File: src/rtl/core/ntp_pkg.sv
package ntp_pkg;

    localparam int CORDIC_STEPS = 16;
    localparam int ID_BITS      = 8;
    localparam int STEP_BITS    = $clog2(CORDIC_STEPS + 1);

    localparam logic [1:0] OP_POSE = 2'd0;
    localparam logic [1:0] OP_CAND = 2'd1;
    localparam logic [1:0] OP_TICK = 2'd2;

    localparam logic [1:0] REG_RADIUS  = 2'd0;
    localparam logic [1:0] REG_LIN     = 2'd1;
    localparam logic [1:0] REG_ANG     = 2'd2;
    localparam logic [1:0] REG_NEAREST = 2'd3;

    localparam logic signed [17:0] PI_Q13     = 18'sd25736;
    localparam logic signed [17:0] TWO_PI_Q13 = 18'sd51472;
    localparam logic signed [27:0] HALF_PI_Q16 = 28'sd102944;

    typedef struct packed {
        logic [1:0]  opcode;
        logic [15:0] pos_x;
        logic [15:0] pos_y;
        logic signed [15:0] heading;
        logic [7:0]  target_id;
        logic        last_in_list;
    } in_item_t;

    typedef struct packed {
        logic [20:0] linear_speed;
        logic signed [19:0] angular_speed;
        logic        catch_request;
        logic [7:0]  catch_id;
    } out_item_t;

    // controller to datapath
    typedef struct packed {
        logic load_item;   // latch the accepted item
        logic do_pose;
        logic do_diff;     // form dx, dy from candidate or goal
        logic do_square;   // dx*dx, dy*dy
        logic do_sum;      // dist_sq, compare
        logic do_cand;     // update best / goal
        logic start_iter;  // set up root and cordic
        logic do_iter;     // one root step and one cordic step
        logic do_err;      // heading error and wrap
        logic do_mult;     // gain products into output
        logic do_catch;    // catch output, drop goal
    } ntp_cmd_t;

    // datapath to controller
    typedef struct packed {
        logic [1:0] opcode;
        logic       tick_ok;
        logic       beyond;
        logic       iter_done;
    } ntp_sts_t;

    function automatic logic signed [27:0] atan_q16(input logic [4:0] i);
        logic signed [27:0] v;
        begin
            case (i)
                5'd0:  v = 28'sd51472;
                5'd1:  v = 28'sd30386;
                5'd2:  v = 28'sd16055;
                5'd3:  v = 28'sd8150;
                5'd4:  v = 28'sd4091;
                5'd5:  v = 28'sd2047;
                5'd6:  v = 28'sd1024;
                5'd7:  v = 28'sd512;
                5'd8:  v = 28'sd256;
                5'd9:  v = 28'sd128;
                5'd10: v = 28'sd64;
                5'd11: v = 28'sd32;
                5'd12: v = 28'sd16;
                5'd13: v = 28'sd8;
                5'd14: v = 28'sd4;
                5'd15: v = 28'sd2;
                5'd16: v = 28'sd1;
                default: v = 28'sd0;
            endcase
            return v;
        end
    endfunction

endpackage

File: src/rtl/core/nearest_target_pursuit.sv
// channel  | valid     | stall     | payload
// in       | in_valid  | in_stall  | in_item  (opcode, pos_x, pos_y, heading, target_id, last)
// out      | out_valid | out_stall | out_item (linear_speed, angular_speed, catch, catch_id)
// config   | cfg_wr    | -         | cfg_idx, cfg_data
// a pose item ends in S_DISPATCH, a candidate in S_DECIDE, an idle tick in S_DISPATCH
// a pursuing tick runs the shared root/cordic loop: 17 root steps
// (cordic needs 16 of them), and then S_ITER sees the loop done
// a catch tick goes from S_DECIDE straight to S_HOLD
// one item at a time; the output register lets the next item in while a result waits
// a stalled output holds the finishing tick in its last state until the register frees
// rst_n clears config to defaults and all pose, goal and list state
module nearest_target_pursuit (
    input  logic               clk,
    input  logic               rst_n,
    input  logic               in_valid,
    output logic               in_stall,
    input  ntp_pkg::in_item_t  in_item,
    output logic               out_valid,
    input  logic               out_stall,
    output ntp_pkg::out_item_t out_item,
    input  logic               cfg_wr,
    input  logic [1:0]         cfg_idx,
    input  logic [15:0]        cfg_data
);

    ntp_pkg::ntp_cmd_t cmd;
    ntp_pkg::ntp_sts_t sts;

    // sequencer
    ntp_ctrl u_ctrl (
        .clk       (clk),
        .rst_n     (rst_n),
        .in_valid  (in_valid),
        .in_stall  (in_stall),
        .out_valid (out_valid),
        .out_stall (out_stall),
        .sts       (sts),
        .cmd       (cmd)
    );

    // state, squares, root and cordic loop, gains
    ntp_dp u_dp (
        .clk      (clk),
        .rst_n    (rst_n),
        .in_item  (in_item),
        .cfg_wr   (cfg_wr),
        .cfg_idx  (cfg_idx),
        .cfg_data (cfg_data),
        .cmd      (cmd),
        .sts      (sts),
        .out_item (out_item)
    );

endmodule

File: src/rtl/core/ntp_ctrl.sv
module ntp_ctrl (
    input  logic              clk,
    input  logic              rst_n,
    input  logic              in_valid,
    output logic              in_stall,
    output logic              out_valid,
    input  logic              out_stall,
    input  ntp_pkg::ntp_sts_t sts,
    output ntp_pkg::ntp_cmd_t cmd
);

    typedef enum logic [3:0] {
        S_IDLE, S_DISPATCH, S_DIFF, S_SQUARE, S_SUM, S_DECIDE,
        S_START, S_ITER, S_ERR, S_MULT, S_HOLD
    } state_t;

    state_t state_reg, state_next;
    logic   out_valid_reg, out_valid_next;

    always_comb
    begin
        state_next     = state_reg;
        out_valid_next = out_valid_reg;
        cmd            = '0;
        if (out_valid_reg && !out_stall)
        begin
            out_valid_next = 1'b0;
        end
        case (state_reg)
            S_IDLE:
            begin
                if (in_valid)
                begin
                    cmd.load_item = 1'b1;
                    state_next    = S_DISPATCH;
                end
            end
            S_DISPATCH:
            begin
                if (sts.opcode == ntp_pkg::OP_POSE)
                begin
                    cmd.do_pose = 1'b1;
                    state_next  = S_IDLE;
                end
                else if (sts.opcode == ntp_pkg::OP_CAND)
                begin
                    state_next = S_DIFF;
                end
                else if (sts.opcode == ntp_pkg::OP_TICK && sts.tick_ok)
                begin
                    state_next = S_DIFF;
                end
                else
                begin
                    state_next = S_IDLE;
                end
            end
            S_DIFF:
            begin
                cmd.do_diff = 1'b1;
                state_next  = S_SQUARE;
            end
            S_SQUARE:
            begin
                cmd.do_square = 1'b1;
                state_next    = S_SUM;
            end
            S_SUM:
            begin
                cmd.do_sum = 1'b1;
                state_next = S_DECIDE;
            end
            S_DECIDE:
            begin
                if (sts.opcode == ntp_pkg::OP_CAND)
                begin
                    cmd.do_cand = 1'b1;
                    state_next  = S_IDLE;
                end
                else if (sts.beyond)
                begin
                    state_next = S_START;
                end
                else
                begin
                    state_next = S_HOLD;
                end
            end
            S_START:
            begin
                cmd.start_iter = 1'b1;
                state_next     = S_ITER;
            end
            S_ITER:
            begin
                cmd.do_iter = 1'b1;
                if (sts.iter_done)
                begin
                    state_next = S_ERR;
                end
            end
            S_ERR:
            begin
                cmd.do_err = 1'b1;
                state_next = S_MULT;
            end
            S_MULT:
            begin
                state_next = S_HOLD;
            end
            S_HOLD:
            begin
                // wait for the output register to be free
                if (!out_valid_next)
                begin
                    cmd.do_mult    = sts.beyond;
                    cmd.do_catch   = !sts.beyond;
                    out_valid_next = 1'b1;
                    state_next     = S_IDLE;
                end
            end
            default:
            begin
                state_next = S_IDLE;
            end
        endcase
    end

    always_ff @(posedge clk or negedge rst_n)
    begin
        if (!rst_n)
        begin
            state_reg     <= S_IDLE;
            out_valid_reg <= 1'b0;
        end
        else
        begin
            state_reg     <= state_next;
            out_valid_reg <= out_valid_next;
        end
    end

    assign in_stall  = (state_reg != S_IDLE);
    assign out_valid = out_valid_reg;

    a_load_idle: assert property (@(posedge clk) disable iff (!rst_n)
        cmd.load_item |-> state_reg == S_IDLE)
        else $error("load outside idle");
    a_out_hold: assert property (@(posedge clk) disable iff (!rst_n)
        out_valid_reg && out_stall |=> out_valid_reg)
        else $error("result dropped under stall");
    a_one_result: assert property (@(posedge clk) disable iff (!rst_n)
        (cmd.do_mult || cmd.do_catch) |-> !(out_valid_reg && out_stall))
        else $error("result overwritten");

endmodule

File: src/rtl/core/ntp_dp.sv
module ntp_dp (
    input  logic               clk,
    input  logic               rst_n,
    input  ntp_pkg::in_item_t  in_item,
    input  logic               cfg_wr,
    input  logic [1:0]         cfg_idx,
    input  logic [15:0]        cfg_data,
    input  ntp_pkg::ntp_cmd_t  cmd,
    output ntp_pkg::ntp_sts_t  sts,
    output ntp_pkg::out_item_t out_item
);

    localparam int SB = ntp_pkg::STEP_BITS;

    logic [15:0] radius_reg;
    logic [7:0]  lin_gain_reg, ang_gain_reg;
    logic        nearest_reg;

    ntp_pkg::in_item_t item_reg;
    logic [15:0] robot_x_reg, robot_y_reg;
    logic signed [15:0] heading_reg;
    logic        pose_seen_reg;
    logic [15:0] goal_x_reg, goal_y_reg;
    logic [ntp_pkg::ID_BITS-1:0] goal_id_reg, best_id_reg;
    logic        goal_valid_reg, list_open_reg;
    logic [15:0] best_x_reg, best_y_reg;
    logic [32:0] best_d2_reg;

    logic signed [16:0] dx_reg, dy_reg;
    logic [33:0] sqx_reg, sqy_reg;
    logic [31:0] r2_reg;
    logic [32:0] d2_reg;
    logic        beyond_reg;

    // root and cordic
    logic [33:0] rem_reg, root_reg, bit_reg;
    logic signed [27:0] cx_reg, cy_reg, cz_reg;
    logic [SB-1:0] step_reg;
    logic [16:0] dist_reg;
    logic signed [17:0] err_reg;
    ntp_pkg::out_item_t out_reg;

    logic [15:0] px, py;
    logic [32:0] d2_sum;
    logic signed [27:0] xs, ys, ax, ay;
    logic signed [17:0] ang, err0;
    logic [33:0] trial;
    logic [4:0]  step5;
    logic signed [27:0] z_round;
    logic [24:0] lin_prod;
    logic signed [26:0] ang_prod;

    assign px = (item_reg.opcode == ntp_pkg::OP_CAND) ? item_reg.pos_x : goal_x_reg;
    assign py = (item_reg.opcode == ntp_pkg::OP_CAND) ? item_reg.pos_y : goal_y_reg;
    assign d2_sum = sqx_reg[32:0] + sqy_reg[32:0];
    assign xs = cx_reg >>> step_reg;
    assign ys = cy_reg >>> step_reg;
    assign trial = root_reg + bit_reg;
    assign step5 = 5'(step_reg);
    assign z_round = (cz_reg + 28'sd4) >>> 3;
    assign ang = z_round[17:0];
    assign err0 = ang - 18'(heading_reg);
    assign ax = 28'(dx_reg) <<< 8;
    assign ay = 28'(dy_reg) <<< 8;
    assign lin_prod = lin_gain_reg * dist_reg;
    assign ang_prod = $signed({1'b0, ang_gain_reg}) * err_reg;

    always_ff @(posedge clk or negedge rst_n)
    begin
        if (!rst_n)
        begin
            radius_reg     <= 16'd2048;
            lin_gain_reg   <= 8'd32;
            ang_gain_reg   <= 8'd96;
            nearest_reg    <= 1'b1;
            robot_x_reg    <= '0;
            robot_y_reg    <= '0;
            heading_reg    <= '0;
            pose_seen_reg  <= 1'b0;
            goal_x_reg     <= '0;
            goal_y_reg     <= '0;
            goal_id_reg    <= '0;
            goal_valid_reg <= 1'b0;
            best_x_reg     <= '0;
            best_y_reg     <= '0;
            best_id_reg    <= '0;
            best_d2_reg    <= '0;
            list_open_reg  <= 1'b0;
        end
        else
        begin
            if (cfg_wr)
            begin
                case (cfg_idx)
                    ntp_pkg::REG_RADIUS:  radius_reg   <= cfg_data;
                    ntp_pkg::REG_LIN:     lin_gain_reg <= cfg_data[7:0];
                    ntp_pkg::REG_ANG:     ang_gain_reg <= cfg_data[7:0];
                    ntp_pkg::REG_NEAREST: nearest_reg  <= cfg_data[0];
                    default: ;
                endcase
            end
            if (cmd.do_pose)
            begin
                robot_x_reg   <= item_reg.pos_x;
                robot_y_reg   <= item_reg.pos_y;
                heading_reg   <= item_reg.heading;
                pose_seen_reg <= 1'b1;
            end
            if (cmd.do_cand)
            begin
                if (!list_open_reg || (nearest_reg && d2_reg < best_d2_reg))
                begin
                    best_x_reg  <= item_reg.pos_x;
                    best_y_reg  <= item_reg.pos_y;
                    best_id_reg <= item_reg.target_id[ntp_pkg::ID_BITS-1:0];
                    best_d2_reg <= d2_reg;
                end
                if (item_reg.last_in_list)
                begin
                    goal_valid_reg <= 1'b1;
                    list_open_reg  <= 1'b0;
                    if (!list_open_reg || (nearest_reg && d2_reg < best_d2_reg))
                    begin
                        goal_x_reg  <= item_reg.pos_x;
                        goal_y_reg  <= item_reg.pos_y;
                        goal_id_reg <= item_reg.target_id[ntp_pkg::ID_BITS-1:0];
                    end
                    else
                    begin
                        goal_x_reg  <= best_x_reg;
                        goal_y_reg  <= best_y_reg;
                        goal_id_reg <= best_id_reg;
                    end
                end
                else
                begin
                    list_open_reg <= 1'b1;
                end
            end
            if (cmd.do_catch)
            begin
                goal_valid_reg <= 1'b0;
            end
        end
    end

    // datapath registers without reset
    always_ff @(posedge clk)
    begin
        if (cmd.load_item)
        begin
            item_reg <= in_item;
        end
        if (cmd.do_diff)
        begin
            dx_reg <= $signed({1'b0, px}) - $signed({1'b0, robot_x_reg});
            dy_reg <= $signed({1'b0, py}) - $signed({1'b0, robot_y_reg});
        end
        if (cmd.do_square)
        begin
            sqx_reg <= 34'(dx_reg * dx_reg);
            sqy_reg <= 34'(dy_reg * dy_reg);
            r2_reg  <= radius_reg * radius_reg;
        end
        if (cmd.do_sum)
        begin
            d2_reg     <= d2_sum;
            beyond_reg <= d2_sum > {1'b0, r2_reg};
        end
        if (cmd.start_iter)
        begin
            rem_reg  <= {1'b0, d2_reg};
            root_reg <= '0;
            bit_reg  <= 34'h1 << 32;
            step_reg <= '0;
            if (dx_reg < 0)
            begin
                if (dy_reg >= 0)
                begin
                    cx_reg <= ay;
                    cy_reg <= -ax;
                    cz_reg <= ntp_pkg::HALF_PI_Q16;
                end
                else
                begin
                    cx_reg <= -ay;
                    cy_reg <= ax;
                    cz_reg <= -ntp_pkg::HALF_PI_Q16;
                end
            end
            else
            begin
                cx_reg <= ax;
                cy_reg <= ay;
                cz_reg <= '0;
            end
        end
        if (cmd.do_iter)
        begin
            if (bit_reg != 0)
            begin
                if (rem_reg >= trial)
                begin
                    rem_reg  <= rem_reg - trial;
                    root_reg <= (root_reg >> 1) + bit_reg;
                end
                else
                begin
                    root_reg <= root_reg >> 1;
                end
                bit_reg <= bit_reg >> 2;
            end
            if (step_reg < SB'(ntp_pkg::CORDIC_STEPS))
            begin
                if (cy_reg > 0)
                begin
                    cx_reg <= cx_reg + ys;
                    cy_reg <= cy_reg - xs;
                    cz_reg <= cz_reg + ntp_pkg::atan_q16(step5);
                end
                else
                begin
                    cx_reg <= cx_reg - ys;
                    cy_reg <= cy_reg + xs;
                    cz_reg <= cz_reg - ntp_pkg::atan_q16(step5);
                end
                step_reg <= step_reg + 1'b1;
            end
        end
        if (cmd.do_err)
        begin
            dist_reg <= root_reg[16:0];
            if (err0 > ntp_pkg::PI_Q13)
            begin
                err_reg <= err0 - ntp_pkg::TWO_PI_Q13;
            end
            else if (err0 < -ntp_pkg::PI_Q13)
            begin
                err_reg <= err0 + ntp_pkg::TWO_PI_Q13;
            end
            else
            begin
                err_reg <= err0;
            end
        end
        if (cmd.do_mult)
        begin
            out_reg.linear_speed  <= lin_prod[24:4];
            out_reg.angular_speed <= 20'(ang_prod >>> 4);
            out_reg.catch_request <= 1'b0;
            out_reg.catch_id      <= '0;
        end
        if (cmd.do_catch)
        begin
            out_reg.linear_speed  <= '0;
            out_reg.angular_speed <= '0;
            out_reg.catch_request <= 1'b1;
            out_reg.catch_id      <= 8'(goal_id_reg);
        end
    end

    assign sts.opcode    = item_reg.opcode;
    assign sts.tick_ok   = pose_seen_reg && goal_valid_reg;
    assign sts.beyond    = beyond_reg;
    assign sts.iter_done = (bit_reg == 0) && (step_reg >= SB'(ntp_pkg::CORDIC_STEPS));
    assign out_item      = out_reg;

    a_catch_goal: assert property (@(posedge clk) disable iff (!rst_n)
        cmd.do_catch |=> !goal_valid_reg)
        else $error("goal kept after catch");
    a_list_close: assert property (@(posedge clk) disable iff (!rst_n)
        cmd.do_cand && item_reg.last_in_list |=> goal_valid_reg && !list_open_reg)
        else $error("list not closed");
    a_pose_seen: assert property (@(posedge clk) disable iff (!rst_n)
        cmd.do_pose |=> pose_seen_reg)
        else $error("pose flag not set");

endmodule

File: config.mk
export PLATFORM = sky130hd
export DESIGN_NAME = nearest_target_pursuit
export DESIGN_NICKNAME = d
export VERILOG_FILES = /design/src/rtl/core/ntp_pkg.sv /design/src/rtl/core/nearest_target_pursuit.sv /design/src/rtl/core/ntp_ctrl.sv /design/src/rtl/core/ntp_dp.sv
export SDC_FILE = /design/constraint.sdc
export NUM_CORES = 2
export LEC_CHECK = 0
export BUFFER_PORTS_ARGS = -buffer_cell sky130_fd_sc_hd__buf_2
export CELL_PAD_IN_SITES_DETAIL_PLACEMENT = 0
export CELL_PAD_IN_SITES_GLOBAL_PLACEMENT = 1
export CORE_AREA = 5 5 418 420
export CTS_CLUSTER_SIZE = 12
export DETAILED_ROUTE_END_ITERATION = 6
export DIE_AREA = 0 0 423 425
export PLACE_DENSITY_LB_ADDON = 0.1
export SYNTH_ARGS = -nofsm -noshare
export SYNTH_HDL_FRONTEND = slang
export SYNTH_HIERARCHICAL = 1
export SYNTH_SLANG_ARGS = --single-unit
File: constraint.sdc
create_clock -name clk -period 8.2 [get_ports clk]
set_input_delay 0.82 -clock clk [delete_from_list [all_inputs] [get_ports clk]]
set_output_delay 0.82 -clock clk [all_outputs]
set_load 0.005 [all_outputs]
# == Word level (Yosys, flattened, before mapping) ==
# Memory sizes are Yosys's and may differ from the RTL's. A register that Yosys moved wholly into a read port is not among the register bits.
# Index checks and enable logic that the tools add are counted.
# totals
romBits,1024
memories,2
out_inout_bits,52
reg_bits,703
wordCells,203
# memory_table
memory,words,width,read_ports,rd_ports_with_merged_regs,write_ports,line,source
(name not given),32,16,1,1,0,ntp_pkg.sv:62,case (i)
(name not given),32,16,1,1,0,ntp_pkg.sv:62,
# op_classes
n_addsub,19
n_eq_ne,18
mul,5
shift,2
n_reduce_logical,26
n_lt_le_gt_ge,10
muxes,76
# ops
operator,n
two-way mux 28 bit,24
two-way mux 34 bit,11
adder 28 bit,3
subtractor 28 bit,3
multiplier 17 x 17 -> 33 bit,2
two-way mux 16 bit,4
negation 25 -> 28 bit,2
>>> shifter 28 x 5 -> 28 bit,2
case mux 4 bit (11 select lines),1
two-way mux 18 bit,2
adder 33 x 34 -> 34 bit,1
adder 34 bit,1
greater-or-equal comparator 34 bit,1
logical NOT 34 bit,1
nonzero test 34 bit,1
subtractor 16 x 16 -> 17 bit,2
subtractor 34 bit,1
adder 33 bit,1
> comparator 33 x 32 -> 1 bit,1
less-than comparator 33 bit,1
multiplier 16 x 16 -> 32 bit,1
"> comparator 28 x 1 -> 1 bit, second input constant",1
multiplier 8 x 17 -> 25 bit,1
multiplier 9 x 18 -> 24 bit,1
other kinds (32),87

# == Depth between registers and ports, before layout ==
# depth
ltp_word,8
depth_mapped,28

# == Cells and area by module ==
# Netlist, hierarchy kept.
# by_module_without_submodules
module,area_per_inst_um2,n_inst,seq_area_each_um2,cells_each
ntp_dp,79269.8,1,17738.3,8460
ntp_ctrl,441.7,1,125.1,58

# == Worst setup path before layout ==
# OpenSTA, ideal clock, no wires.
# synth_timing
path_kind,register to register
from,reg u_ctrl.state_reg[0]
to,reg u_dp.r2_reg[0] (enable)
required_time_ns,7.535
path_slack_ns,0.527
arrival_time_ns,7.008
synth_period_minus_slack_ns,7.673
path_stages_with_launch,4
cell_sequence,dfrtp_1 > buf_4 > nand2_1 > nor3_1
# synth_rtl
item,line,source
start: declaration,ntp_ctrl.sv:17,"state_t state_reg, state_next;"
start signal: assignment,ntp_ctrl.sv:138,state_reg <= state_next;
end signal: assignment,ntp_dp.sv:163,r2_reg <= radius_reg * radius_reg;
end: declaration,ntp_dp.sv:31,logic [31:0] r2_reg;

# == Final worst setup path ==
# layout_timing
from,reg u_dp.dy_reg[8]
to,"reg u_dp.sqy_reg[32], data pin"
# layout_via
elab_chain_cells,1
# layout_lines
item,line,source
start: declaration,ntp_dp.sv:29,"logic signed [16:0] dx_reg, dy_reg;"
start signal: assignment,ntp_dp.sv:157,"dy_reg <= $signed({1'b0, py}) - $signed({1'b0, robot_y_reg});"
multiplier 17 x 17 -> 33 bit,ntp_dp.sv:162,sqy_reg <= 34'(dy_reg * dy_reg);
end signal: assignment,ntp_dp.sv:162,
end: declaration,ntp_dp.sv:30,"logic [33:0] sqx_reg, sqy_reg;"
# Every way passes these cells.
# A chain may end at the register's enable or synchronous reset.

==> metrics.md <==
| Metric | Value |
|---|---|
| I/O pin total | 134 |
| Max stage delay cell, worst path | sky130_fd_sc_hd__edfxtp_1 |
| Half-perimeter wire length of the detailed placement result | 171,000 µm |
| Area occupied by multi-input gates | approximately 0.056 mm² |
| Clock-pin slew on the worst setup and hold paths | roughly 60 ps |
| Sequential cell area | roughly 0.018 mm² |
| Worst Path Max Fanout | 17 |
| Critical path startpoint category | flop |
| Most common flop cell mapped by yosys | sky130_fd_sc_hd__edfxtp_1 |
| Row cnt | between 150 and 200 |
| Clock sink count | between 700 and 800 |
| Sequential area share after synthesis | 22.4% |
| Final hold violation count | 0 |
| Flop-to-flop setup slack | roughly 780 ps |
| Count of flip-flops with a built-in enable after synthesis | between 200 and 300 |
| Vias per cell | 5.46 |
| Final critical-path share of the clock period | roughly nine tenths |
| Max-cap violation count | 0 |
| Path class of the lowest-slack min-delay path | in2async |
| Starting density of the core | approximately 47% |
| Number of H-tree levels | 3 |
| Initial antenna violation count | 8 |
| Setup violation total in the final timing report | 0 |
| Most prevalent standard cell on the critical path | sky130_fd_sc_hd__fa_1 |
| Floorplan die area | roughly 0.18 mm² |
| WL final | about 220,000 µm |
| Later-pin clock latency in the skew report | 740 ps |
| Routability Congestion | between 0.8 and 0.9 |
| Startpoint of the lowest-slack register-to-register path | u_dp/dy_reg[8] |
| Status | finished, final reports clean |
| Fmax | ~130 MHz |
| CTS Hold Bufs | 0 |
| Maximum clock insertion buffer count | 3 |
| Synth warnings | 6 |
| Number of buffers created by CTS | 88 |
| Initial DRC Count | around 3,700 |
| Cells after Synth | around 8,500 |
| Critical path class | reg2reg |
| Largest clock skew in the final design | 69.5 ps |
| Global-route wire length before repair | between 300,000 and 400,000 µm |
| Residual antenna-violating net count after detailed routing | 0 |
| Post-CTS setup buffer count | 0 |
| DRT Pass-1 Iters | 6 |
| Growth of design area from synthesis to finish | 7.49% |
| Register bit total from synthesis | just over 700 |
| Largest stage delay, worst path | ~850 ps |
| Post-synthesis net count | around 10,000 |
| Routed wirelength normalized by instance count | around 20 µm |
| TritonCTS clock tree | built |
| Relative max-transition margin | between 20% and 30% |
| Area inside the core boundary | between 0.15 and 0.2 mm² |
| Netlist area before placement | roughly 0.08 mm² |
| Post-synth top area cell | sky130_fd_sc_hd__fa_1 |
| Critical Path RT | between 8000 and 9000 ps |
| Total routing usage reported by global routing | approximately 24% |
| Post-route cell area | roughly 0.086 mm² |
| Final Critical Period | roughly 7400 ps |
| Pin count of the biggest net entering global routing | approximately 130 |
| Number of inserted filler cells in the final layout | 16,097 |
| Fin nets | roughly 10,000 |
| Die Wd | approximately 420 µm |
| IO Port Bufs | 133 |
| Count of vias placed by the detailed router | around 59,000 |
| Arrival time of data at the critical path endpoint | a little under 8000 ps |
| Layout cells sized above 1 | 7.84% |
| Endpoint of the most critical register-to-register path | u_dp/sqy_reg[32] |
| Largest cells by area after synthesis | sky130_fd_sc_hd__fa_1 (22%), sky130_fd_sc_hd__ha_1 (11%), sky130_fd_sc_hd__edfxtp_1 (10%) |
| Max reg flops | 57 |
| Source of the critical timing path | u_dp/dy_reg[8] |
| Worst-Margin Slew | about 1100 ps |
| Via count of the first global-routing pass | approximately 60,000 |
| Clock root buffer master | sky130_fd_sc_hd__clkbuf_16 |
| Area share of the largest cell type after synthesis | 22.4% |
| Fin Setup TNS | 0 ps |
| Cts repair resizes | 0 |
| Die Height | roughly 430 µm |
| Fin. max-slew vios | 0 |
| Setup repair after global routing missed its margin | no |
| End-of-flow core utilization | between 50% and 60% |
| Avg Inst Size Synth | just over 9 µm² |
| Netlist cell types | 99 |
| Placed Area | 0.0827 mm² |
| GRT overflow | 0 |
| Number of cell instances on the worst register-to-register path | 22 |
| Capturing element type of the critical path | flop |
| FFs w/ async S/R, synth | ~28% |
| Worst-path cell chain | clkinv_1, fa_1, inv_1, fa_1, fa_1, fa_1, fa_1, inv_1, fa_1, inv_1, ha_1, a2111oi_0, o21ai_0, o21ai_0, nor2b_1, o21ai_0, a21oi_1, a21oi_1, o21a_1, a41oi_1, a21oi_1, xnor2_1 |
| # DRC | 0 |
==> Yosys cell counts, types with 132 or more instances <==
cell                       number
sky130_fd_sc_hd__a21o_1       151
sky130_fd_sc_hd__a21oi_1      405
sky130_fd_sc_hd__and2_1       308
sky130_fd_sc_hd__clkbuf_1     259
sky130_fd_sc_hd__dfrtp_1      197
sky130_fd_sc_hd__dfxtp_1      242
sky130_fd_sc_hd__edfxtp_1     265
sky130_fd_sc_hd__fa_1         891
sky130_fd_sc_hd__ha_1         694
sky130_fd_sc_hd__inv_1       1337
sky130_fd_sc_hd__mux2_2       162
sky130_fd_sc_hd__mux2i_1      132
sky130_fd_sc_hd__nand2_1      816
sky130_fd_sc_hd__nand3_1      156
sky130_fd_sc_hd__nor2_1       413
sky130_fd_sc_hd__o21ai_0      404
sky130_fd_sc_hd__xnor2_1      331
sky130_fd_sc_hd__xor2_1       158
==> cell usage in the layout (no fill, tap or decap), types with 47 or more instances in the layout <==
master,n
sky130_fd_sc_hd__a211oi_1,64
sky130_fd_sc_hd__a21o_1,151
sky130_fd_sc_hd__a21oi_1,405
sky130_fd_sc_hd__a31oi_1,47
sky130_fd_sc_hd__and2_1,308
sky130_fd_sc_hd__and3_1,54
sky130_fd_sc_hd__buf_2,132
sky130_fd_sc_hd__buf_4,90
sky130_fd_sc_hd__clkbuf_16,90
sky130_fd_sc_hd__dfrtp_1,197
sky130_fd_sc_hd__dfxtp_1,239
sky130_fd_sc_hd__edfxtp_1,265
sky130_fd_sc_hd__fa_1,891
sky130_fd_sc_hd__ha_1,694
sky130_fd_sc_hd__inv_1,1337
sky130_fd_sc_hd__mux2_2,162
sky130_fd_sc_hd__mux2i_1,132
sky130_fd_sc_hd__mux4_2,49
sky130_fd_sc_hd__nand2_1,814
sky130_fd_sc_hd__nand2b_1,68
sky130_fd_sc_hd__nand3_1,156
sky130_fd_sc_hd__nor2_1,410
sky130_fd_sc_hd__nor2b_1,77
sky130_fd_sc_hd__nor3_1,90
sky130_fd_sc_hd__o21a_1,87
sky130_fd_sc_hd__o21ai_0,404
sky130_fd_sc_hd__o21bai_1,48
sky130_fd_sc_hd__xnor2_1,331
sky130_fd_sc_hd__xor2_1,158
==> cell type report <==
type,count,share of cell area [%]
diodes,3,0.00876
clock buffers,117,2.84
clock inverters,44,0.637
inverters,1353,5.93
multi-input cells,6141,64.9
flip-flops and latches,709,20.9
well taps,2233,3.26
repair buffers,224,1.60
==> worst max path at each step <==
stage	end	slack, ps	cells after the start
2_1_floorplan	u_dp/r2_reg[0]	530	3
3_3_place_gp	u_dp/sqx_reg[29]	1050	22
3_5_place_dp	u_dp/sqy_reg[30]	920	22
4_1_cts	u_dp/sqy_reg[30]	850	22
5_1_grt	u_dp/sqy_reg[30]	340	22
6_report	u_dp/sqy_reg[32]	780	22
==> critical path: cells and delay by family (launching register included) <==
kind | cells | cell delay, ps
and+or+nand+nor | 1 | 150
DFF | 1 | 850
adders and majority gates | 7 | 3310
xor gates and xnor gates | 1 | 140
buffers and inverters | 4 | 650
AOI/OAI and AO/OA | 9 | 2060
==> kinds of logic after synthesis <==
family / count (synthesis) / share of synthesized area, %
AOI/OAI and AO/OA: 1520 / 12.0
DFF: 709 / 22.4
and+or+nand+nor: 2191 / 13.1
adders and majority gates: 1585 / 33.3
buffers and inverters: 1668 / 8.01
xor gates and xnor gates: 489 / 5.37
muxes: 356 / 5.75
==> stage by stage <==
stage          worst slack, ps  cells  hold WS (ps)
6_report                   784  10824          69.4
5_1_grt                    344  10821          78.6
4_1_cts                    848  10821          10.6
3_5_place_dp               921  10660           437
3_3_place_gp              1050  10660           430
2_1_floorplan              527   8518           430
==> metal layers <==
metal | global-route usage (%) | up-vias | part of all wire [%]
met4 | 8.24 | 4 | 3.7
met1 | 32.9 | 29354 | 44
li1 | - | 28272 | -
met5 | 0 | - | 0.016
met2 | 39.9 | 1216 | 47
met3 | 3.23 | 303 | 4.8
Power is left out: the tool's default activity adds up to more than one toggle a clock period on the data nets, which glitch-free logic cannot reach.
